<file path="src/hdl/cltok_pkg.sv">
// Shared types and constants for the command line tokenizer.
// Byte codes, token kinds, phase encoding and the result beat layout.
// No dependencies.
package cltok_pkg;

  localparam logic [7:0] CH_SLASH = 8'h2F;
  localparam logic [7:0] CH_QUOTE = 8'h22;
  localparam logic [7:0] CH_SPACE = 8'h20;

  typedef enum logic [1:0] {
    KIND_CMD   = 2'd0,
    KIND_PARAM = 2'd1,
    KIND_PATH  = 2'd2
  } kind_t;

  typedef enum logic [6:0] {
    PH_CMD    = 7'b0000001,
    PH_PSTART = 7'b0000010,
    PH_PARAM  = 7'b0000100,
    PH_QUOTED = 7'b0001000,
    PH_SKIP   = 7'b0010000,
    PH_QSTART = 7'b0100000,
    PH_PLAIN  = 7'b1000000
  } phase_t;

  typedef struct packed {
    logic [1:0] token_kind;
    logic [7:0] out_char;
    logic       char_valid;
    logic       token_end;
    logic       line_end;
    logic       quote_error;
  } result_t;

endpackage

</file>
<file path="src/hdl/cltok_byte_if.sv">
// Input channel of the command line tokenizer: one line byte per beat.
// Valid/ready handshake; no dependencies.
interface cltok_byte_if;
  logic       valid;
  logic       ready;
  logic [7:0] in_char;
  logic       end_of_line;

  modport source (output valid, output in_char, output end_of_line, input ready);
  modport sink   (input valid, input in_char, input end_of_line, output ready);
endinterface

</file>
<file path="src/hdl/cltok_token_if.sv">
// Output channel of the command line tokenizer: one classified byte per beat.
// Valid/ready handshake; no dependencies.
interface cltok_token_if;
  logic       valid;
  logic       ready;
  logic [1:0] token_kind;
  logic [7:0] out_char;
  logic       char_valid;
  logic       token_end;
  logic       line_end;
  logic       quote_error;

  modport source (output valid, output token_kind, output out_char, output char_valid,
                  output token_end, output line_end, output quote_error, input ready);
  modport sink   (input valid, input token_kind, input out_char, input char_valid,
                  input token_end, input line_end, input quote_error, output ready);
endinterface

</file>
<file path="src/hdl/command_line_tokenizer.sv">
// Command line tokenizer top level: phase machine, output register and skid stage.
// Depends on cltok_pkg, cltok_byte_if and cltok_token_if.
//
//   channel   modport          payload
//   bytes     sink             in_char, end_of_line
//   tokens    source           token_kind, out_char, char_valid, token_end,
//                              line_end, quote_error
//
// One byte per cycle unless the skid stage is full; result beats are registered.
// The phase machine classifies each byte in the cycle it is accepted.
// bytes.ready comes from the skid stage only: it drops once a stall on tokens
// catches a second beat and stays low until tokens takes the waiting beat.
// rst (synchronous) returns the phase to the command name and empties both stages.
module command_line_tokenizer (
  input  logic clk,
  input  logic rst,
  cltok_byte_if.sink    bytes,
  cltok_token_if.source tokens
);

  cltok_pkg::phase_t  phase;
  cltok_pkg::phase_t  phase_next;
  cltok_pkg::result_t res;
  cltok_pkg::result_t out_reg;
  cltok_pkg::result_t skid_reg;
  logic               has_res;
  logic               out_valid;
  logic               skid_valid;
  logic               accept;
  logic               pop;
  logic [7:0]         b;
  logic               eol;

  assign bytes.ready = !skid_valid;
  assign accept      = bytes.valid && !skid_valid;
  assign pop         = out_valid && tokens.ready;
  assign b           = bytes.in_char;
  assign eol         = bytes.end_of_line;

  always_comb begin
    phase_next      = phase;
    has_res         = 1'b0;
    res.token_kind  = cltok_pkg::KIND_PATH;
    res.out_char    = 8'd0;
    res.char_valid  = 1'b0;
    res.token_end   = 1'b0;
    res.line_end    = 1'b0;
    res.quote_error = 1'b0;
    unique case (phase)
      cltok_pkg::PH_PSTART, cltok_pkg::PH_QSTART, cltok_pkg::PH_PLAIN: begin
        if (phase == cltok_pkg::PH_PSTART && b == cltok_pkg::CH_SLASH && !eol) begin
          phase_next     = cltok_pkg::PH_PARAM;
          has_res        = 1'b1;
          res.token_kind = cltok_pkg::KIND_PARAM;
          res.out_char   = b;
          res.char_valid = 1'b1;
        end else if (phase != cltok_pkg::PH_PLAIN && b == cltok_pkg::CH_QUOTE) begin
          if (eol) begin
            has_res         = 1'b1;
            res.line_end    = 1'b1;
            res.quote_error = 1'b1;
          end else begin
            phase_next = cltok_pkg::PH_QUOTED;
          end
        end else begin
          phase_next = cltok_pkg::PH_PLAIN;
          has_res    = 1'b1;
          if (b == cltok_pkg::CH_SPACE) begin
            res.token_end = 1'b1;
            res.line_end  = eol;
          end else begin
            res.out_char   = b;
            res.char_valid = 1'b1;
            res.token_end  = eol;
            res.line_end   = eol;
          end
        end
      end
      cltok_pkg::PH_QUOTED: begin
        has_res = 1'b1;
        if (b == cltok_pkg::CH_QUOTE) begin
          phase_next    = cltok_pkg::PH_SKIP;
          res.token_end = 1'b1;
          res.line_end  = eol;
        end else if (eol) begin
          res.line_end    = 1'b1;
          res.quote_error = 1'b1;
        end else begin
          res.out_char   = b;
          res.char_valid = 1'b1;
        end
      end
      cltok_pkg::PH_SKIP: begin
        phase_next   = cltok_pkg::PH_QSTART;
        has_res      = eol;
        res.line_end = 1'b1;
      end
      default: begin
        phase_next     = (phase == cltok_pkg::PH_PARAM) ? cltok_pkg::PH_PARAM
                                                        : cltok_pkg::PH_CMD;
        has_res        = 1'b1;
        res.token_kind = (phase == cltok_pkg::PH_PARAM) ? cltok_pkg::KIND_PARAM
                                                        : cltok_pkg::KIND_CMD;
        if (b == cltok_pkg::CH_SPACE) begin
          phase_next    = cltok_pkg::PH_PSTART;
          res.token_end = 1'b1;
          res.line_end  = eol;
        end else begin
          res.out_char   = b;
          res.char_valid = 1'b1;
          res.token_end  = eol;
          res.line_end   = eol;
        end
      end
    endcase
    if (eol) begin
      phase_next = cltok_pkg::PH_CMD;
    end
  end

  always_ff @(posedge clk) begin
    if (rst) begin
      phase <= cltok_pkg::PH_CMD;
    end else if (accept) begin
      phase <= phase_next;
    end
  end

  // hold a beat in the skid stage while the output register is stalled
  always_ff @(posedge clk) begin
    if (rst) begin
      out_valid  <= 1'b0;
      skid_valid <= 1'b0;
    end else if (skid_valid) begin
      if (pop) begin
        out_reg    <= skid_reg;
        skid_valid <= 1'b0;
      end
    end else if (accept && has_res) begin
      if (out_valid && !pop) begin
        skid_reg   <= res;
        skid_valid <= 1'b1;
      end else begin
        out_reg   <= res;
        out_valid <= 1'b1;
      end
    end else if (pop) begin
      out_valid <= 1'b0;
    end
  end

  assign tokens.valid       = out_valid;
  assign tokens.token_kind  = out_reg.token_kind;
  assign tokens.out_char    = out_reg.out_char;
  assign tokens.char_valid  = out_reg.char_valid;
  assign tokens.token_end   = out_reg.token_end;
  assign tokens.line_end    = out_reg.line_end;
  assign tokens.quote_error = out_reg.quote_error;

  a_skid_behind_out: assert property (@(posedge clk) disable iff (rst)
    skid_valid |-> out_valid)
    else $error("skid stage holds a beat while the output register is empty");

  a_eol_resets_phase: assert property (@(posedge clk) disable iff (rst)
    accept && eol |=> phase == cltok_pkg::PH_CMD)
    else $error("phase not back at command name after end of line");

  a_error_ends_line: assert property (@(posedge clk) disable iff (rst)
    out_valid && out_reg.quote_error |-> out_reg.line_end && !out_reg.char_valid
                                         && !out_reg.token_end)
    else $error("quote error beat without line end or with a byte");

endmodule

</file>
<file path="src/flat_wrapper.sv">
// flat-port wrapper written by rule: the top's interface ports become plain ports
module command_line_tokenizer_flat 
  (clk, rst, bytes_valid, bytes_in_char, bytes_end_of_line, bytes_ready, tokens_valid, tokens_token_kind, tokens_out_char, tokens_char_valid, tokens_token_end, tokens_line_end, tokens_quote_error, tokens_ready);
  cltok_byte_if bytes_i ();
  cltok_token_if tokens_i ();
  input  logic clk;
  input  logic rst;
  input wire logic [$bits(bytes_i.valid)-1:0] bytes_valid;
  input wire logic [$bits(bytes_i.in_char)-1:0] bytes_in_char;
  input wire logic [$bits(bytes_i.end_of_line)-1:0] bytes_end_of_line;
  output wire logic [$bits(bytes_i.ready)-1:0] bytes_ready;
  output wire logic [$bits(tokens_i.valid)-1:0] tokens_valid;
  output wire logic [$bits(tokens_i.token_kind)-1:0] tokens_token_kind;
  output wire logic [$bits(tokens_i.out_char)-1:0] tokens_out_char;
  output wire logic [$bits(tokens_i.char_valid)-1:0] tokens_char_valid;
  output wire logic [$bits(tokens_i.token_end)-1:0] tokens_token_end;
  output wire logic [$bits(tokens_i.line_end)-1:0] tokens_line_end;
  output wire logic [$bits(tokens_i.quote_error)-1:0] tokens_quote_error;
  input wire logic [$bits(tokens_i.ready)-1:0] tokens_ready;
  assign bytes_i.valid = bytes_valid;
  assign bytes_i.in_char = bytes_in_char;
  assign bytes_i.end_of_line = bytes_end_of_line;
  assign bytes_ready = bytes_i.ready;
  assign tokens_valid = tokens_i.valid;
  assign tokens_token_kind = tokens_i.token_kind;
  assign tokens_out_char = tokens_i.out_char;
  assign tokens_char_valid = tokens_i.char_valid;
  assign tokens_token_end = tokens_i.token_end;
  assign tokens_line_end = tokens_i.line_end;
  assign tokens_quote_error = tokens_i.quote_error;
  assign tokens_i.ready = tokens_ready;
  command_line_tokenizer u_core (.clk(clk), .rst(rst), .bytes(bytes_i), .tokens(tokens_i));
endmodule
</file>
<file path="config.mk">
export PLATFORM = sky130hd
export DESIGN_NAME = command_line_tokenizer_flat
export DESIGN_NICKNAME = d
export VERILOG_FILES = /design/src/hdl/cltok_pkg.sv /design/src/hdl/cltok_byte_if.sv /design/src/hdl/cltok_token_if.sv /design/src/hdl/command_line_tokenizer.sv /design/src/flat_wrapper.sv
export SDC_FILE = /design/constraint.sdc
export NUM_CORES = 1
export LEC_CHECK = 0
export ABC_AREA = 1
export BUFFER_PORTS_ARGS = -buffer_cell sky130_fd_sc_hd__clkbuf_2
export CAP_MARGIN = 40
export CORE_ASPECT_RATIO = 0.7
export CORE_MARGIN = 3
export CORE_UTILIZATION = 39
export DETAILED_ROUTE_END_ITERATION = 8
export HOLD_SLACK_MARGIN = 0.1
export PLACE_DENSITY_LB_ADDON = 0.3
export SLEW_MARGIN = 10
export SYNTH_ARGS = -nofsm -noshare
export SYNTH_HDL_FRONTEND = slang
export SYNTH_SLANG_ARGS = --single-unit
export TNS_END_PERCENT = 20
</file>
<file path="constraint.sdc">
create_clock -name clk -period 3.8 [get_ports clk]
set_clock_uncertainty 0.1 [all_clocks]
set_input_delay 0.57 -clock clk [delete_from_list [all_inputs] [get_ports clk]]
set_output_delay 0.57 -clock clk [all_outputs]
set_load 0.05 [all_outputs]
</file>
After elaboration in Yosys (flattened, before gate mapping) --
Cells that the tools add are included.
Word-level totals: output and inout bits 16, bits in registers 37, logic and storage cells 90, input bits 13
Cells by class: bitwise gates (word level) 2, multiplexer cells 41, equality and inequality tests 14, reduce and logical (&&, ||, !) cells 18
Operator list (count):
- $mux 14 | 4
- $mux 9 | 4
- $mux 7 | 5
- $pmux 10 s3 | 1
- $eq 8x6->1 const B | 3
- $pmux 7 s3 | 1
- $mux 1 | 16
- $mux 10 | 1
- $reduce_and 4->1 | 2
- $eq 7x2->1 const B | 1
- $eq 7x3->1 const B | 1
- $eq 7x4->1 const B | 1
- $eq 7x5->1 const B | 1
- $eq 7x6->1 const B | 1
- $eq 7x7->1 const B | 1
- $logic_and 1x1->1 | 7
- $ne 7x7->1 const B | 1
- $mux 2 | 3
- $mux 3 | 2
- $ne 2x2->1 const B | 2
- $pmux 1 s2 | 2
- $pmux 2 s2 | 1
- $reduce_bool 2->1 | 2
- $logic_not 1->1 | 3
- 8 further kinds | 9

Logic depth before layout (Yosys ltp) --
Gate-level depths: netlist of run 1.
depth in word-level cells 8, gate-level depth with buffers 11

Worst setup path before layout of run 1 --
OpenSTA, ideal clock, no wires.
kind input to register, from in bytes_end_of_line, to reg u_core.out_reg, in the netlist u_core.tokens.char_valid, enable pin, required time 3311 ps, data arrival time 1891 ps, path slack 1419 ps, stages on the path 6, path buffers 0, cells stage by stage clkinv_1 nand3_1 nand3_1 nand2_1 nand3_1 a21oi_1
Between the ends: word-level cells in the longest chain between the ends 7, elaborated cells between the ends (all ways) 9
Ends and longest elaborated chain:
- start: declaration | line flat_wrapper.sv:10 | input wire logic [$bits(bytes_i.end_of_line)-1:0] bytes_end_of_line;
- $mux 1 / $logic_not 1->1 (equally long branches) | line command_line_tokenizer.sv:58, command_line_tokenizer.sv:51
- $mux 1 / $logic_and 1x1->1 (equally long branches) | line command_line_tokenizer.sv:57, command_line_tokenizer.sv:51
- $mux 1 | line command_line_tokenizer.sv:51 | if (phase == cltok_pkg::PH_PSTART && b == cltok_pkg::CH_SLASH && !eol) begin
- $pmux 1 s2 * | line command_line_tokenizer.sv:49 | unique case (phase)
- $logic_and 1x1->1 * | line command_line_tokenizer.sv:139 | end else if (accept && has_res) begin
- $reduce_bool 2->1 (no line) *
- $reduce_and 4->1 (no line) *
- end signal: assignment | line command_line_tokenizer.sv:136 | out_reg <= skid_reg;
- end signal: assignment | line command_line_tokenizer.sv:144 | out_reg <= res;
- end: declaration | line command_line_tokenizer.sv:24 | cltok_pkg::result_t out_reg;
Mark *: on every way between the ends. The rest lies on a longest branch, timed or not. A chain may end at the register's enable or synchronous reset.

Final worst setup path of run 1 --
from reg u_core.skid_valid, to out bytes_ready
Between the ends: word-level cells in the longest chain between the ends 1
Ends and longest elaborated chain:
- start: declaration | line command_line_tokenizer.sv:28 | logic skid_valid;
- start signal: assignment | line command_line_tokenizer.sv:133 | skid_valid <= 1'b0;
- start signal: assignment | line command_line_tokenizer.sv:137 | skid_valid <= 1'b0;
- start signal: assignment | line command_line_tokenizer.sv:142 | skid_valid <= 1'b1;
- $logic_not 1->1 | line command_line_tokenizer.sv:34 | assign bytes.ready = !skid_valid;
- end: declaration | line flat_wrapper.sv:11 | output wire logic [$bits(bytes_i.ready)-1:0] bytes_ready;
Every way passes these cells.

==> impl_metrics.ini, run 1 <==
[hold_path]
min_path_cells = 2
hold_path_class = reg2reg

[logic_synthesis]
synth_cell_types = 25
syn_area_per_cell_um2 = 8.44
synth-edff-count = 28
synth-seq-cells = 37
synth_area_um2 = 1940
ys_top_cells_by_area = edfxtp_1 43%, nand2_1 14%, dfxtp_1 9.3%
synth_cells = 230
synth_area_leader_cell = edfxtp_1
async_flop_share_pct = 0
yosys_warnings = 0
synth_nets = 243
yosys-top-cells-count = 72 x nand2_1, 28 x edfxtp_1, 28 x nor2_1
synth.most_common_cell = nand2_1
synth_seq_area_share_pct = 52.6
synth-main-ff-cell = edfxtp_1
yosys.area.top_type_share_pct = 43.3

[floorplan]
num_rows = 20
coreArea_um2 = 4550
initial_core_util_pct = 42.6
die_w_um = 90.3
fp.dieH_um = 65.0
dieArea_um2 = 5870
io_pins = 29

[global_routing]
grt_pass1_vias = 1457
grt_antenna_before_repair = 0
overflow = 0
grt_use_total_pct = 16.0
grt_start_max_net_pins = 20
grt_pass1_wl_um = 7280

[layout]
drive_gt1_share_pct = 22.6
finalNonFillerCells = 331
largest_reg_flops = 14
diodes = 0
nets = 277
syn_to_final_growth_pct = 17.2

[power]
comb_power_share_pct = 11.4
p_switching_uw = 226
peakVddDrop_v = 0.000151
netSwitchingFraction_pct = 24.8
totalPowerFinal_uw = 914
p_per_area_nw_per_um2 = 402
seqPwrFrac_pct = 49.7
clkPwrFrac_pct = 38.9
p_leak_uw = 0.000984
p_int_uw = 688

[drt]
wl_per_cell_um = 13.0
postRouteAntennaNets = 0
drt-pass1-iter-count = 4
vias_per_cell = 4.81
drc = 0
vias = 1592
drt_iter0_drc = 119
wl_um = 4290

[setup_path]
ff2ff_path_depth = 6
timing.rr.end = u_core.skid_reg[8]$_DFFE_PP_
r2r-start = u_core.skid_valid$_SDFF_PP0_
timing.critical_path.to = bytes_ready
crit_chain = clkinv_1 > clkbuf_2
cp_slowest_stage_delay_ns = 0.63
path_buf_inv = 2
worst-setup-path-type = reg2out
crit_path_start_kind = flop
ff2ff_setup_slack_ns = 1.48
cp-startpoint = u_core.skid_valid$_SDFF_PP0_
crit_cells = 2
cp.arrival_ns = 1.90
slowest_stage = dfxtp_1
path_max_fanout = 19
required_ns = 3.13
critPathTopFamily = buffers and inverters
end_kind = output pin

[cts]
postCtsSetupBuffers = 0
clk_pin_slew_ns = 0.07
post_cts_resize_count = 0
insertion_delay_ns = 0.29
clock_sinks = 37
cts_hold_buf = 0
cts-root-buf = clkbuf_8
cts_made_buffers = 5
tritoncts = yes
h-tree-depth = 2
clockBufferDepth = 2

[timing]
final_hold_viol_count = 0
fmaxAchievable_mhz = 388
max-slew-margin-rel_pct = 64.5
setup_viol = 0
worst_slew_pin_slew_ns = 0.530
fin_crit_ns = 2.57
rsz0062_at_grt = false
finalCritPeriodShare_pct = 67.8
drv_slew = 0
setup_tns_ns = 0

[placed_design]
dp.final_hpwl_um = 3280
dp_cells = 323
finalWeightedCongestion = 0.879
portBuffers = 28

[run]
max_cap_viol_count = 0

[outcome]
run_status = completed
-- layout make-up --
type | instances | area, µm²
Fill cell | 453 | 2280
Sequential cell | 37 | 1020
Multi-Input combinational cell | 162 | 795
Timing Repair Buffer | 30 | 155
Inverter | 28 | 105
Clock buffer | 7 | 86.3
Tap cell | 66 | 82.6
Clock inverter | 1 | 30.0
-- power by group through the flow --
stage	sequential [µW]	clock [µW]	combinational, µW
after floorplan	493	0	42.4
after global placement	463	0	103
after detailed placement	464	0	104
after CTS	454	360	104
after global routing	456	378	114
final	454	356	104
-- metrics by stage --
step / instance area (µm²) / hold slack (ns) / utilization, % / setup WS, ns
2_1_floorplan: 1940 / 0.350 / - / 1.42
3_3_place_gp: 2160 / 0.366 / 47.4 / 1.60
3_5_place_dp: 2160 / 0.372 / 47.4 / 1.50
4_1_cts: 2270 / 0.384 / 49.9 / 1.20
5_1_grt: 2270 / 0.411 / 49.9 / 1.01
6_report: 2270 / 0.381 / 49.9 / 1.23
-- how the worst min path moves through the flow --
stage | start | endpoint | slack [ns]
3_5_place_dp | u_core.phase[2]$_SDFFE_PP0P_ | u_core.phase[2]$_SDFFE_PP0P_ | 0.37
5_1_grt | u_core.phase[2]$_SDFFE_PP0P_ | u_core.phase[2]$_SDFFE_PP0P_ | 0.41
6_report | u_core.phase[2]$_SDFFE_PP0P_ | u_core.phase[2]$_SDFFE_PP0P_ | 0.38
4_1_cts | u_core.phase[2]$_SDFFE_PP0P_ | u_core.phase[2]$_SDFFE_PP0P_ | 0.38
2_1_floorplan | u_core.phase[2]$_SDFFE_PP0P_ | u_core.phase[2]$_SDFFE_PP0P_ | 0.35
3_3_place_gp | u_core.phase[2]$_SDFFE_PP0P_ | u_core.phase[2]$_SDFFE_PP0P_ | 0.37
-- worst reg2reg max path: stages (launching register included) --
cell,delay [ns]
dfxtp_1,0.63
clkinv_1,0.59
nand2_1,0.22
inv_1,0.13
nand2_1,0.15
nor2_1,0.06
buf_4,0.20
-- cell families (layout without fill, tap and decap cells) --
| logic type | count (synthesis) | count (layout) | share of synthesized area, % |
|---|---|---|---|
| compound gates | 17 | 17 | 5.09 |
| flops | 37 | 37 | 52.6 |
| buf+inv | 31 | 66 | 6.45 |
| simple gates | 145 | 145 | 35.8 |
-- metal layers --
metal / GRT usage, % / vias to the layer above / share of wire, %
met3: 3.94 / 5 / 6.6
met1: 23.6 / 714 / 51
met2: 22.9 / 49 / 41
met5: 0 / - / 0
li1: - / 824 / -
met4: 4.77 / 0 / 0.96
-- layout by cell type (no fill, tap or decap), types with 4 or more instances in the layout --
master	n
nand2_1	72
nor2_1	28
clkbuf_2	28
edfxtp_1	28
nand3_1	24
inv_1	20
dfxtp_1	9
a21oi_1	7
clkbuf_8	6
nor2_4	5
inv_2	5
nand3_2	4
o21ai_0	4
(Power assumes the default switching activity.)
==> inputs of run 2 (changes only) <==
==> constraint.sdc (replaced) <==
create_clock -name clk -period 2.6 [get_ports clk]
set_clock_uncertainty 0.1 [all_clocks]
set_input_delay 0.39 -clock clk [delete_from_list [all_inputs] [get_ports clk]]
set_output_delay 0.39 -clock clk [all_outputs]
set_load 0.05 [all_outputs]
==> run 2 against run 1 <==
Effect of this change:
- clock power grew 72%
- total power grew 57%
- worst setup slack lost 0.64 ns
- non-clock buffer count grew 7
- sequential power grew 46%
- combinational power grew 56%
- final cell count grew 2.1%
- critical path depth grew 8
- worst hold slack lost 0.090 ns
- design area grew 3.2%
- register-to-register slack lost 0.89 ns
- critical endpoint is now u_core.skid_reg[11]$_DFFE_PP_
- largest power group unchanged
==> impl_metrics.ini, run 2 (same netlist as run 1, synthesis figures left out) <==
[outcome]
run_status = completed

[layout]
syn_to_final_growth_pct = 21.0
nets = 284
n_fill_cell = 441
fin_area_um2 = 2350
diodes = 0
fin_util_pct = 51.6
final_common_cell = nand2_1
largest_reg_flops = 14
mostFrequentLayoutCells = 72 x nand2_1, 28 x nor2_1, 28 x clkbuf_2, 28 x edfxtp_1, 24 x nand3_1
drive_gt1_share_pct = 25.0

[drt]
vias_per_cell = 4.89
wl_per_cell_um = 13.2
drc = 0
drt-pass1-iter-count = 5
vias = 1654
wl_um = 4470
postRouteAntennaNets = 0
drt_iter0_drc = 157

[global_routing]
grt_use_total_pct = 16.7
overflow = 0
grt_pass1_vias = 1539
grt_pass1_wl_um = 7570
grt_antenna_before_repair = 0
grt_start_max_net_pins = 19

[hold_path]
hold_path_class = in2reg
hp-start = rst
hold-path-endpoint = u_core.phase[0]$_SDFFE_PP1P_
min_path_cells = 3

[timing]
setup_ws_ns = 0.588
setup_tns_ns = 0
max-slew-margin-rel_pct = 80.9
worst_slew_pin_slew_ns = 0.285
fmaxAchievable_mhz = 497
drv_slew = 0
rsz0062_at_grt = false
final_hold_viol_count = 0
finalCritPeriodShare_pct = 77.4
fin_crit_ns = 2.01
setup_viol = 0

[setup_path]
r2r-start = u_core.phase[4]$_SDFFE_PP0P_
required_ns = 2.50
ff2ff_path_depth = 10
ff2ff_setup_slack_ns = 0.59
worst-setup-path-type = reg2reg
slowest_stage = dfxtp_1
timing.rr.end = u_core.skid_reg[11]$_DFFE_PP_
end_kind = flop
cp.arrival_ns = 1.91
cp_slowest_stage_delay_ns = 0.34
cp_common_cell = nand2_1
crit_chain = inv_1 > nand2_1 > nor2_1 > nand2_1 > nand3_1 > nand2_1 > nand2_1 > nand2_1 > nor2_1 > buf_4
path_max_fanout = 11
crit_path_start_kind = flop

[floorplan]
io_pins = 29
num_rows = 20
fp.dieH_um = 65.0
dieArea_um2 = 5870
die_w_um = 90.3
initial_core_util_pct = 42.6
coreArea_um2 = 4550

[power]
p_per_area_nw_per_um2 = 611
peakVddDrop_v = 0.000210
p_leak_uw = 0.00103
clkPwrFrac_pct = 42.7
p_switching_uw = 352
netSwitchingFraction_pct = 24.5
comb_power_share_pct = 11.3
p_int_uw = 1080
seqPwrFrac_pct = 46.1

[cts]
postCtsSetupBuffers = 0
post_cts_resize_count = 0
clk_pin_slew_ns = 0.08
cts_hold_buf = 0
tritoncts = yes
cts_made_buffers = 5
clock_sinks = 37
clockBufferDepth = 2
h-tree-depth = 2
cts-root-buf = clkbuf_8
insertion_delay_ns = 0.29

[run]
max_cap_viol_count = 0

[placed_design]
place_area_um2 = 2210
dp.final_hpwl_um = 3420
portBuffers = 28
finalWeightedCongestion = 0.900
pre_cts_slack_ns = 0.619
-- run 2: changes by cell type in the layout (fill, tap and decap cells not counted) --
cell       change
buf_4          +7
bufinv_16      +1
clkbuf_1       -1
clkbuf_8       -1
inv_6          +1
-- run 2: worst max-delay path by stage --
stage | slack [ns] | startpoint | depth (start not counted) | to
floorplan | 0.33 | u_core.phase[3]$_SDFFE_PP0P_ | 10 | u_core.tokens.char_valid$_DFFE_PP_
global placement | 0.23 | bytes_in_char[5] | 10 | u_core.skid_reg[8]$_DFFE_PP_
detailed placement | 0.62 | u_core.phase[3]$_SDFFE_PP0P_ | 10 | u_core.skid_reg[8]$_DFFE_PP_
CTS | 0.61 | u_core.phase[3]$_SDFFE_PP0P_ | 10 | u_core.skid_reg[11]$_DFFE_PP_
global route | 0.43 | u_core.phase[3]$_SDFFE_PP0P_ | 10 | u_core.skid_reg[11]$_DFFE_PP_
finish | 0.59 | u_core.phase[4]$_SDFFE_PP0P_ | 10 | u_core.skid_reg[11]$_DFFE_PP_
-- run 2: cell type report --
cell class / instances / area (µm²) / share of cell area, %
Tap cell: 66 / 82.6 / 3.52
Inverter: 28 / 105 / 4.48
Sequential cell: 37 / 1020 / 43.5
Clock inverter: 3 / 68.8 / 2.93
Clock buffer: 5 / 68.8 / 2.93
Timing Repair Buffer: 37 / 208 / 8.84
Multi-Input combinational cell: 162 / 795 / 33.8
-- run 2: power groups by stage --
| stage | sequential, µW | combinational, µW | clock (µW) |
|---|---|---|---|
| 2_1_floorplan | 721 | 62.0 | 0 |
| 6_report | 661 | 162 | 612 |
| 4_1_cts | 662 | 162 | 622 |
| 3_5_place_dp | 675 | 161 | 0 |
| 3_3_place_gp | 675 | 160 | 0 |
| 5_1_grt | 664 | 178 | 649 |
-- run 2: layer usage --
metal / vias up / track usage [%] / wire length [µm]
li1: 835 / - / -
met1: 750 / 24.0 / 2210
met2: 63 / 23.7 / 1820
met3: 6 / 4.76 / 373
met4: 0 / 6.30 / 57
met5: - / 0 / 0
-- run 2: worst max-delay path, delay by kind of cell (launching register included) --
kind,cells,cell delay (ns)
DFF,1,0.34
buffers and inverters,2,0.42
and+or+nand+nor,8,0.86
-- run 2: per-stage QoR --
| stage | std cells | total power (µW) | hold WS, ns |
|---|---|---|---|
| finish | 338 | 1440 | 0.292 |
| global route | 338 | 1490 | 0.307 |
| floorplan | 230 | 783 | 0.350 |
| global placement | 329 | 834 | 0.366 |
| detailed placement | 330 | 836 | 0.369 |
| CTS | 338 | 1450 | 0.287 |
